[config.mk]
export PLATFORM = sky130hd
export DESIGN_NAME = button_tap_hold_classifier_flat
export DESIGN_NICKNAME = d
export VERILOG_FILES = /design/src/hdl/btc_pkg.sv /design/src/hdl/btc_if.sv /design/src/hdl/btc_cfg_regs.sv /design/src/hdl/btc_core.sv /design/src/hdl/button_tap_hold_classifier.sv /design/src/flat_wrapper.sv
export SDC_FILE = /design/constraint.sdc
export NUM_CORES = 1
export LEC_CHECK = 0
export CAP_MARGIN = 5
export CORE_AREA = 2 2 129 106
export CTS_CLUSTER_DIAMETER = 40
export DETAILED_ROUTE_END_ITERATION = 8
export DIE_AREA = 0 0 131 108
export DONT_BUFFER_PORTS = 1
export SLEW_MARGIN = 5
export SYNTH_ARGS = -nofsm -noshare
export SYNTH_HDL_FRONTEND = slang
export SYNTH_HIERARCHICAL = 1
export SYNTH_SLANG_ARGS = --single-unit
[constraint.sdc]
create_clock -name clk -period 3.8 [get_ports clk]
set_clock_uncertainty 0.05 [all_clocks]
set_input_delay 0.19 -clock clk [delete_from_list [all_inputs] [get_ports clk]]
set_output_delay 0.19 -clock clk [all_outputs]
set_load 0.1 [all_outputs]
[src/hdl/btc_pkg.sv]
`default_nettype none

package btc_pkg;

  // Width of the press and idle tick counters.
  localparam int COUNT_WIDTH = 16;

  // Width of the configuration registers and of the configuration data.
  localparam int CFG_W = 16;

  // Compare width that covers both a counter and a configuration register.
  localparam int CMP_W = (COUNT_WIDTH > CFG_W) ? COUNT_WIDTH : CFG_W;

  // Number of short taps that resolves at once as a multi tap.
  localparam logic [1:0] TAP_BURST = 2'd3;

  // Reset values of the configuration registers.
  localparam logic [CFG_W-1:0] HOLD_TICKS_RST  = CFG_W'(300);
  localparam logic [CFG_W-1:0] TAP_TIMEOUT_RST = CFG_W'(50);

  // Configuration register indexes.
  typedef enum logic [0:0] {
    CFG_HOLD_TICKS  = 1'b0,
    CFG_TAP_TIMEOUT = 1'b1
  } cfg_reg_t;

  // Event codes of a result item.
  typedef enum logic [1:0] {
    EV_NONE   = 2'd0,
    EV_HOLD   = 2'd1,
    EV_SINGLE = 2'd2,
    EV_MULTI  = 2'd3
  } event_t;

  // Current configuration, as seen by the classifier.
  typedef struct packed {
    logic [CFG_W-1:0] hold_ticks;
    logic [CFG_W-1:0] tap_timeout_ticks;
  } btc_cfg_t;

  // Result of one tick.
  typedef struct packed {
    logic [1:0] event_res;
    logic [1:0] taps_pending;
  } btc_result_t;

endpackage

`default_nettype wire

[src/hdl/btc_if.sv]
`default_nettype none

// Channel of poll ticks.
interface btc_tick_if;
  logic valid;
  logic ready;
  logic pressed;

  modport source (output valid, output pressed, input ready);
  modport sink (input valid, input pressed, output ready);
endinterface

// Channel of classified results.
interface btc_result_if;
  logic       valid;
  logic       ready;
  logic [1:0] event_res;
  logic [1:0] taps_pending;

  modport source (output valid, output event_res, output taps_pending, input ready);
  modport sink (input valid, input event_res, input taps_pending, output ready);
endinterface

// Configuration write channel.
interface btc_cfg_if;
  logic        valid;
  logic        ready;
  logic [0:0]  index;
  logic [15:0] data;

  modport source (output valid, output index, output data, input ready);
  modport sink (input valid, input index, input data, output ready);
endinterface

`default_nettype wire

[src/hdl/btc_cfg_regs.sv]
`default_nettype none

module btc_cfg_regs
  import btc_pkg::*;
(
  input  wire logic             clk,
  input  wire logic             rst,
  input  wire logic             wr_en,
  input  wire logic [0:0]       wr_index,
  input  wire logic [CFG_W-1:0] wr_data,
  output btc_cfg_t              cfg
);

  // Register file of the two thresholds, written by index.
  always_ff @(posedge clk) begin
    if (rst) begin
      cfg.hold_ticks        <= HOLD_TICKS_RST;
      cfg.tap_timeout_ticks <= TAP_TIMEOUT_RST;
    end else if (wr_en) begin
      case (cfg_reg_t'(wr_index))
        CFG_HOLD_TICKS:  cfg.hold_ticks        <= wr_data;
        CFG_TAP_TIMEOUT: cfg.tap_timeout_ticks <= wr_data;
        default: begin
        end
      endcase
    end
  end

endmodule

`default_nettype wire

[src/hdl/btc_core.sv]
`default_nettype none

module btc_core
  import btc_pkg::*;
(
  input  wire logic      clk,
  input  wire logic      rst,
  input  wire logic      step,
  input  wire logic      pressed,
  input  wire btc_cfg_t  cfg,
  output btc_result_t    result
);

  localparam logic [COUNT_WIDTH-1:0] CNT_MAX = '1;

  logic                   was_pressed;
  logic [COUNT_WIDTH-1:0] press_len;
  logic [1:0]             tap_count;
  logic [COUNT_WIDTH-1:0] idle_len;

  logic                   was_pressed_next;
  logic [COUNT_WIDTH-1:0] press_len_next;
  logic [1:0]             tap_count_next;
  logic [COUNT_WIDTH-1:0] idle_len_next;

  logic [COUNT_WIDTH-1:0] press_inc;
  logic [COUNT_WIDTH-1:0] idle_inc;
  logic [1:0]             tap_inc;
  logic                   is_hold;
  logic                   timed_out;
  event_t                 ev;

  // Saturating press and idle increments, the tap increment and threshold compares.
  assign press_inc = (press_len == CNT_MAX) ? CNT_MAX : press_len + COUNT_WIDTH'(1);
  assign idle_inc  = (idle_len == CNT_MAX) ? CNT_MAX : idle_len + COUNT_WIDTH'(1);
  assign tap_inc   = tap_count + 2'd1;
  assign is_hold   = CMP_W'(press_len) >= CMP_W'(cfg.hold_ticks);
  assign timed_out = CMP_W'(idle_inc) > CMP_W'(cfg.tap_timeout_ticks);

  // Classification of one tick.
  always_comb begin
    was_pressed_next = pressed;
    press_len_next   = press_len;
    tap_count_next   = tap_count;
    idle_len_next    = idle_len;
    ev               = EV_NONE;
    if (pressed) begin
      press_len_next = was_pressed ? press_inc : COUNT_WIDTH'(1);
    end else if (was_pressed) begin
      // Release: classify the press just ended.
      if (is_hold) begin
        ev             = EV_HOLD;
        tap_count_next = 2'd0;
      end else if (tap_inc >= TAP_BURST) begin
        ev             = EV_MULTI;
        tap_count_next = 2'd0;
      end else begin
        tap_count_next = tap_inc;
      end
      press_len_next = '0;
      idle_len_next  = '0;
    end else if (tap_count != 2'd0) begin
      // Idle with taps pending: count toward the timeout.
      idle_len_next = idle_inc;
      if (timed_out) begin
        ev             = (tap_count == 2'd1) ? EV_SINGLE : EV_MULTI;
        tap_count_next = 2'd0;
        idle_len_next  = '0;
      end
    end
  end

  assign result.event_res    = ev;
  assign result.taps_pending = tap_count_next;

  // Tracking state, advanced once per tick.
  always_ff @(posedge clk) begin
    if (rst) begin
      was_pressed <= 1'b0;
      press_len   <= '0;
      tap_count   <= 2'd0;
      idle_len    <= '0;
    end else if (step) begin
      was_pressed <= was_pressed_next;
      press_len   <= press_len_next;
      tap_count   <= tap_count_next;
      idle_len    <= idle_len_next;
    end
  end

endmodule

`default_nettype wire

[src/hdl/button_tap_hold_classifier.sv]
`default_nettype none

// Button tap and hold classifier.
// The tick channel carries one sampled button level per poll tick. For every
// tick item the result channel returns exactly one item: an event code (none,
// long hold, single tap, multi tap) and the number of short taps still
// pending after that tick.
// Each tick item is held in an input register; the classifier works on it
// and its result is loaded into the output register, which offers it on the
// result channel. Throughput is one item per clock cycle unless the receiver
// stalls; the press, idle and tap counters and their compares are the only
// logic between the two registers.
// The cfg channel writes hold_ticks (index 0) and tap_timeout_ticks (index 1);
// it is always ready and is meant to be used while no tick is in flight.
// Reset clears the valid flags of both registers, the tap and counter state,
// and loads the default thresholds of 300 and 50 ticks.
// When the receiver stalls, the output register holds its item and the input
// register accepts one more tick; after that the tick channel stalls too.
module button_tap_hold_classifier
  import btc_pkg::*;
(
  input wire logic      clk,
  input wire logic      rst,
  btc_tick_if.sink      tick,
  btc_result_if.source  result,
  btc_cfg_if.sink       cfg
);

  logic        in_valid;
  logic        in_pressed;
  logic        out_valid;
  btc_result_t out_res;
  logic        advance;
  btc_cfg_t    cfg_regs;
  btc_result_t core_res;

  // The held tick moves on when the output register is free or drains.
  assign advance    = in_valid && (!out_valid || result.ready);
  assign tick.ready = !in_valid || advance;
  assign cfg.ready  = 1'b1;

  btc_cfg_regs u_cfg_regs (
    .clk      (clk),
    .rst      (rst),
    .wr_en    (cfg.valid),
    .wr_index (cfg.index),
    .wr_data  (cfg.data),
    .cfg      (cfg_regs)
  );

  btc_core u_core (
    .clk     (clk),
    .rst     (rst),
    .step    (advance),
    .pressed (in_pressed),
    .cfg     (cfg_regs),
    .result  (core_res)
  );

  // Input register.
  always_ff @(posedge clk) begin
    if (rst) begin
      in_valid <= 1'b0;
    end else if (tick.valid && tick.ready) begin
      in_valid <= 1'b1;
    end else if (advance) begin
      in_valid <= 1'b0;
    end
  end

  always_ff @(posedge clk) begin
    if (tick.valid && tick.ready) begin
      in_pressed <= tick.pressed;
    end
  end

  // Output register.
  always_ff @(posedge clk) begin
    if (rst) begin
      out_valid <= 1'b0;
    end else if (advance) begin
      out_valid <= 1'b1;
    end else if (result.ready) begin
      out_valid <= 1'b0;
    end
  end

  always_ff @(posedge clk) begin
    if (advance) begin
      out_res <= core_res;
    end
  end

  assign result.valid        = out_valid;
  assign result.event_res    = out_res.event_res;
  assign result.taps_pending = out_res.taps_pending;

endmodule

`default_nettype wire

[src/flat_wrapper.sv]
// flat-port wrapper written by rule: the top's interface ports become plain ports
module button_tap_hold_classifier_flat import btc_pkg::*;
  (clk, rst, tick_valid, tick_pressed, tick_ready, result_valid, result_event_res, result_taps_pending, result_ready, cfg_valid, cfg_index, cfg_data, cfg_ready);
  btc_tick_if tick_i ();
  btc_result_if result_i ();
  btc_cfg_if cfg_i ();
  input wire logic clk;
  input wire logic rst;
  input wire logic [$bits(tick_i.valid)-1:0] tick_valid;
  input wire logic [$bits(tick_i.pressed)-1:0] tick_pressed;
  output wire logic [$bits(tick_i.ready)-1:0] tick_ready;
  output wire logic [$bits(result_i.valid)-1:0] result_valid;
  output wire logic [$bits(result_i.event_res)-1:0] result_event_res;
  output wire logic [$bits(result_i.taps_pending)-1:0] result_taps_pending;
  input wire logic [$bits(result_i.ready)-1:0] result_ready;
  input wire logic [$bits(cfg_i.valid)-1:0] cfg_valid;
  input wire logic [$bits(cfg_i.index)-1:0] cfg_index;
  input wire logic [$bits(cfg_i.data)-1:0] cfg_data;
  output wire logic [$bits(cfg_i.ready)-1:0] cfg_ready;
  assign tick_i.valid = tick_valid;
  assign tick_i.pressed = tick_pressed;
  assign tick_ready = tick_i.ready;
  assign result_valid = result_i.valid;
  assign result_event_res = result_i.event_res;
  assign result_taps_pending = result_i.taps_pending;
  assign result_i.ready = result_ready;
  assign cfg_i.valid = cfg_valid;
  assign cfg_i.index = cfg_index;
  assign cfg_i.data = cfg_data;
  assign cfg_ready = cfg_i.ready;
  button_tap_hold_classifier u_core (.clk(clk), .rst(rst), .tick(tick_i), .result(result_i), .cfg(cfg_i));
endmodule
---- Word level (Yosys, flattened, before mapping) ----
Index checks and enable logic that the tools add are counted.
storage, ports and cells
  bits in registers ....................... 74
  logic and storage cells ................. 61
cells by class
  add/subtract/negate cells ............... 3
  order comparisons ....................... 3
  equal/unequal tests ..................... 3
  muxes and demuxes ....................... 24
  bitwise gates (word level) .............. 2
  reduce and logical (&&, ||, !) cells .... 15
operator list
  kind                   count
  $mux 16                8
  $add 16x1->16 const B  2
  $eq 16x16->1 const B   2
  $mux 2                 11
  $ge 16x16->1           1
  $gt 16x16->1           1
  $reduce_bool 2->1      5
  $reduce_and 2->1       3
  $mux 1                 5
  $reduce_and 3->1       1
  $add 2x1->2 const B    1
  $eq 2x1->1 const B     1
  $ge 2x2->1 const B     1
  $logic_and 1x1->1      2
  $logic_not 1->1        2
  $logic_or 1x1->1       2
  $not 1->1              2

---- Depth between registers and ports, before layout ----
  depth in word-level cells ............... 7
  mapped depth ............................ 15
  depth with buffers taken out ............ 14

---- Cells and area by module ----
Netlist, hierarchy kept.
modules (own cells, without submodules)
  module                      instances  cells each  area each (µm²)
  btc_core                    1          358         2,798.9
  btc_cfg_regs                1          129         1,342.5
  button_tap_hold_classifier  1          17          265.3

---- Worst setup path before layout ----
Ideal clock, no wire load.
  path kind ............................... register -> register
  from .................................... register u_core.u_core.idle_len[2]
  to ...................................... register u_core.out_res (netlist bit u_core/result.taps_pending[0]), data pin
  library setup time ...................... 260 ps
  data arrival time ....................... 3,035 ps
  required time ........................... 3,490 ps
  path slack .............................. 455 ps
  cell stages (with the launch flop) ...... 16
  buffers on the path ..................... 1
  path through ............................ dfxtp_1 and3_1 and4_1 and3_1 buf_2 nand3_1 xor2_1 nand2_1 ha_1 nand4_2 nor4_2 o21ai_1 a31oi_4 nor2_2 or2_1 mux2_4
RTL lines
  item                    RTL line                          RTL
  start, declared         btc_core.sv:19                    logic [COUNT_WIDTH-1:0] idle_len;
  start signal, assigned  btc_core.sv:87                    idle_len <= idle_len_next;
  end signal, assigned    button_tap_hold_classifier.sv:90  out_res <= core_res;
  end, declared           button_tap_hold_classifier.sv:32  btc_result_t out_res;

==> flow_summary.ini <==
[layout]
layout_commonest_cell = dfxtp_1
diodes = 0
nNetsFinal = 575
drive_above_1_share = 0.08795
synthToLayoutAreaGrowth_pct = 14.40
layout_common_cells = 69 x dfxtp_1, 40 x nand2b_1, 38 x inv_1, 34 x a21oi_1, 34 x ha_1
post-route-util = 0.3960

[floorplanning]
core_area_sq_um = 12730
start_util = 0.3461
die_area_sq_um = 14150
io_pins = 30
dieHeight_um = 108
rows = 37
die_w_um = 131

[sta]
finalHoldViolCount = 0
grt_setup_unrepaired = false
layout_min_cycle_time_ps = 3589
slew_viol_final = 0
fin_setup_tns_ps = 0
finalSetupViolCount = 0
max-slew-margin-rel = 0.3171
holdWs_ps = 15.25
timing.final.ws_setup_ps = 211.3
tightest_slew_ps = 1021
fmax_ghz = 0.2787
fin_crit_sh = 0.9444

[hold_path]
min_path_type = in2reg
min_from = rst
hold_end = u_core/u_cfg_regs/cfg[10]
whs_path_depth = 2

[global_route]
grt_pass1_wl_um = 17510
gr-total-overflow = 0
grt_max_degree = 40
grt_antenna_before_repair = 0
grt_pass1_vias = 3508
grt_use_total = 0.1580

[routing]
vias = 3612
drc = 0
finalWirelength_um = 10630
wl_per_cell_um = 15.23
viasPerCell = 5.175
dr.pass1.iters = 5
drt_iter0_drc = 290
postRouteAntennaNets = 0

[outcome]
status = completed

[synth]
synth_edf_count = 5
synth-main-ff-cell = dfxtp_1
synth_fp_nets = 561
avgSynthCellArea_sq_um = 8.744
yosys_warnings = 6
syn-cell-area_sq_um = 4407
ys_async_sr_fraction = 0
synth_top_cell_by_area = dfxtp_1
ys_types = 59
synth_area_leaders = dfxtp_1 31%, ha_1 9.7%, nand2b_1 5.8%
netlist.area_leader.share = 0.3135
synth_cells = 504
ys_seq_area_frac = 0.3475
synth_seq_cells = 74

[place]
port_buffers = 0
gp_congestion = 0.8845
place_hpwl_um = 7258
preCtsSetupSlack_ps = 65.64

[clock_tree]
cts_max_level = 3
insertion_delay_ps = 340
numClockSinks = 74
cts_buffers = 9
path_clk_slew_ps = 60
cts_tree = yes
clock-root-buffer = clkbuf_16
clockBufferDepth = 2

[critical_path]
cp.arrival_ps = 3620
cp-start-kind = flop
path_class = reg2reg
r2r-start = u_core/u_core/idle_len[2]
r2r-end = u_core/result.taps_pending[0]
cp_data_required_time_ps = 3840
endpoint_kind = flop
crit_path_max_fanout = 5
r2r_slack_ps = 210
r2r_cells = 14

[pwr]
total_power_w = 0.001845
power.leakage_nw = 2.055
ir_drop_uv = 209.8
power_density_nw_per_um2 = 366.0

[job]
max_cap_violations = 0
[how the worst max path moves through the flow]
stage                               endpoint                 startpoint
2_1_floorplan  u_core/result.taps_pending[0]  u_core/u_core/idle_len[2]
3_3_place_gp   u_core/result.taps_pending[0]  u_core/u_core/idle_len[0]
3_5_place_dp   u_core/result.taps_pending[0]  u_core/u_core/idle_len[0]
4_1_cts        u_core/result.taps_pending[0]  u_core/u_core/idle_len[0]
5_1_grt        u_core/result.taps_pending[0]  u_core/u_core/idle_len[2]
6_report       u_core/result.taps_pending[0]  u_core/u_core/idle_len[2]
[cells by family after synthesis]
kind of cell,after synthesis,synth area share
multiplexers,25,0.05792
XOR/XNOR,10,0.01988
AO/OA/AOI/OAI,124,0.1857
buffers and inverters,59,0.06218
flip-flops,74,0.3475
AND/OR/NAND/NOR,177,0.2294
adder cells (fa/ha/maj),34,0.09654
other,1,0.0008510
[through the flow]
stage | cell area [sq um] | instances
floorplan | 4407 | 504
global placement | 4524 | 662
finish | 5041 | 698
detailed placement | 4524 | 662
global route | 5041 | 698
CTS | 5037 | 698
[report_power, final]
part / switching, W / internal [W] / total [W]
clock: 0.000347 / 0.000514 / 0.000861
combinational: 0.0000857 / 0.0000626 / 0.000148
sequential: 0.0000287 / 0.000807 / 0.000836
total: 0.000462 / 0.00138 / 0.00184
[final cells by class]
class,instances,area [sq um]
Tap cell,175,219.0
Inverter,38,142.6
Sequential cell,74,1531
Clock buffer,9,225.2
Clock inverter,7,77.57
Timing Repair Buffer,24,240.2
Fill cell,1269,7690
Multi-Input combinational cell,371,2605
[synth_stat cells, drive strengths merged (2+ instances only)]
master and count:
o21a 5, xor2 7, mux2i 24, nand3b 3, dfxtp 69, a2111oi 2, edfxtp 5, and2 7
nor3 4, nand3 22, o21ai 34, buf 13, a41oi 2, a211oi 6, a21bo 3, nand2b 42
and4 6, o31ai 3, nand4bb 2, and3 9, ha 34, nor4 4, clkbuf 8, xnor2 3
a22oi 6, nor2 33, a211o 2, a21oi 35, nand4 6, nand2 35, inv 38, a31oi 8
a22o 15
[timing repair]
action / 4_1_cts / 5_1_grt
hold endpoints to repair: 39 / 0
buffers inserted: 0 / 0
gates resized for setup: 0 / 2
hold buffers: 20 / 0
endpoints found under the setup margin: 0 / 5
[per-layer routing]
layer	share of wire	global-route usage	up-vias
li1	-	-	1823
met1	0.53	0.2331	1693
met2	0.41	0.2280	88
met3	0.051	0.03662	8
met4	0.010	0.04559	0
met5	0	0	-
[flip-flops by register name, summed over array words and instances (netlist names)]
| signal | cells |
|---|---|
| u_core/in_valid | 1 |
| u_core/result.taps_pending | 2 |
| u_core/u_core/press_len | 16 |
| u_core/result.valid | 1 |
| u_core/u_core/idle_len | 16 |
| u_core/in_pressed | 1 |
| u_core/u_core/tap_count | 2 |
| u_core/u_core/was_pressed | 1 |
| u_core/result.event_res | 2 |
| u_core/u_cfg_regs/cfg | 32 |
[worst max-delay path, stage by stage, from the launching register on]
cell and delay, ps:
dfxtp_1 400, and3_1 240, and4_1 300, and3_2 260, nand3_1 100, xor2_1 140
nand2_1 90, ha_1 330, nand4_2 160, nor3_1 380, nor4_4 70, a31oi_4 220
nor2_2 80, or2_1 250, mux2_4 260
Power figures use the tool's default switching activity.
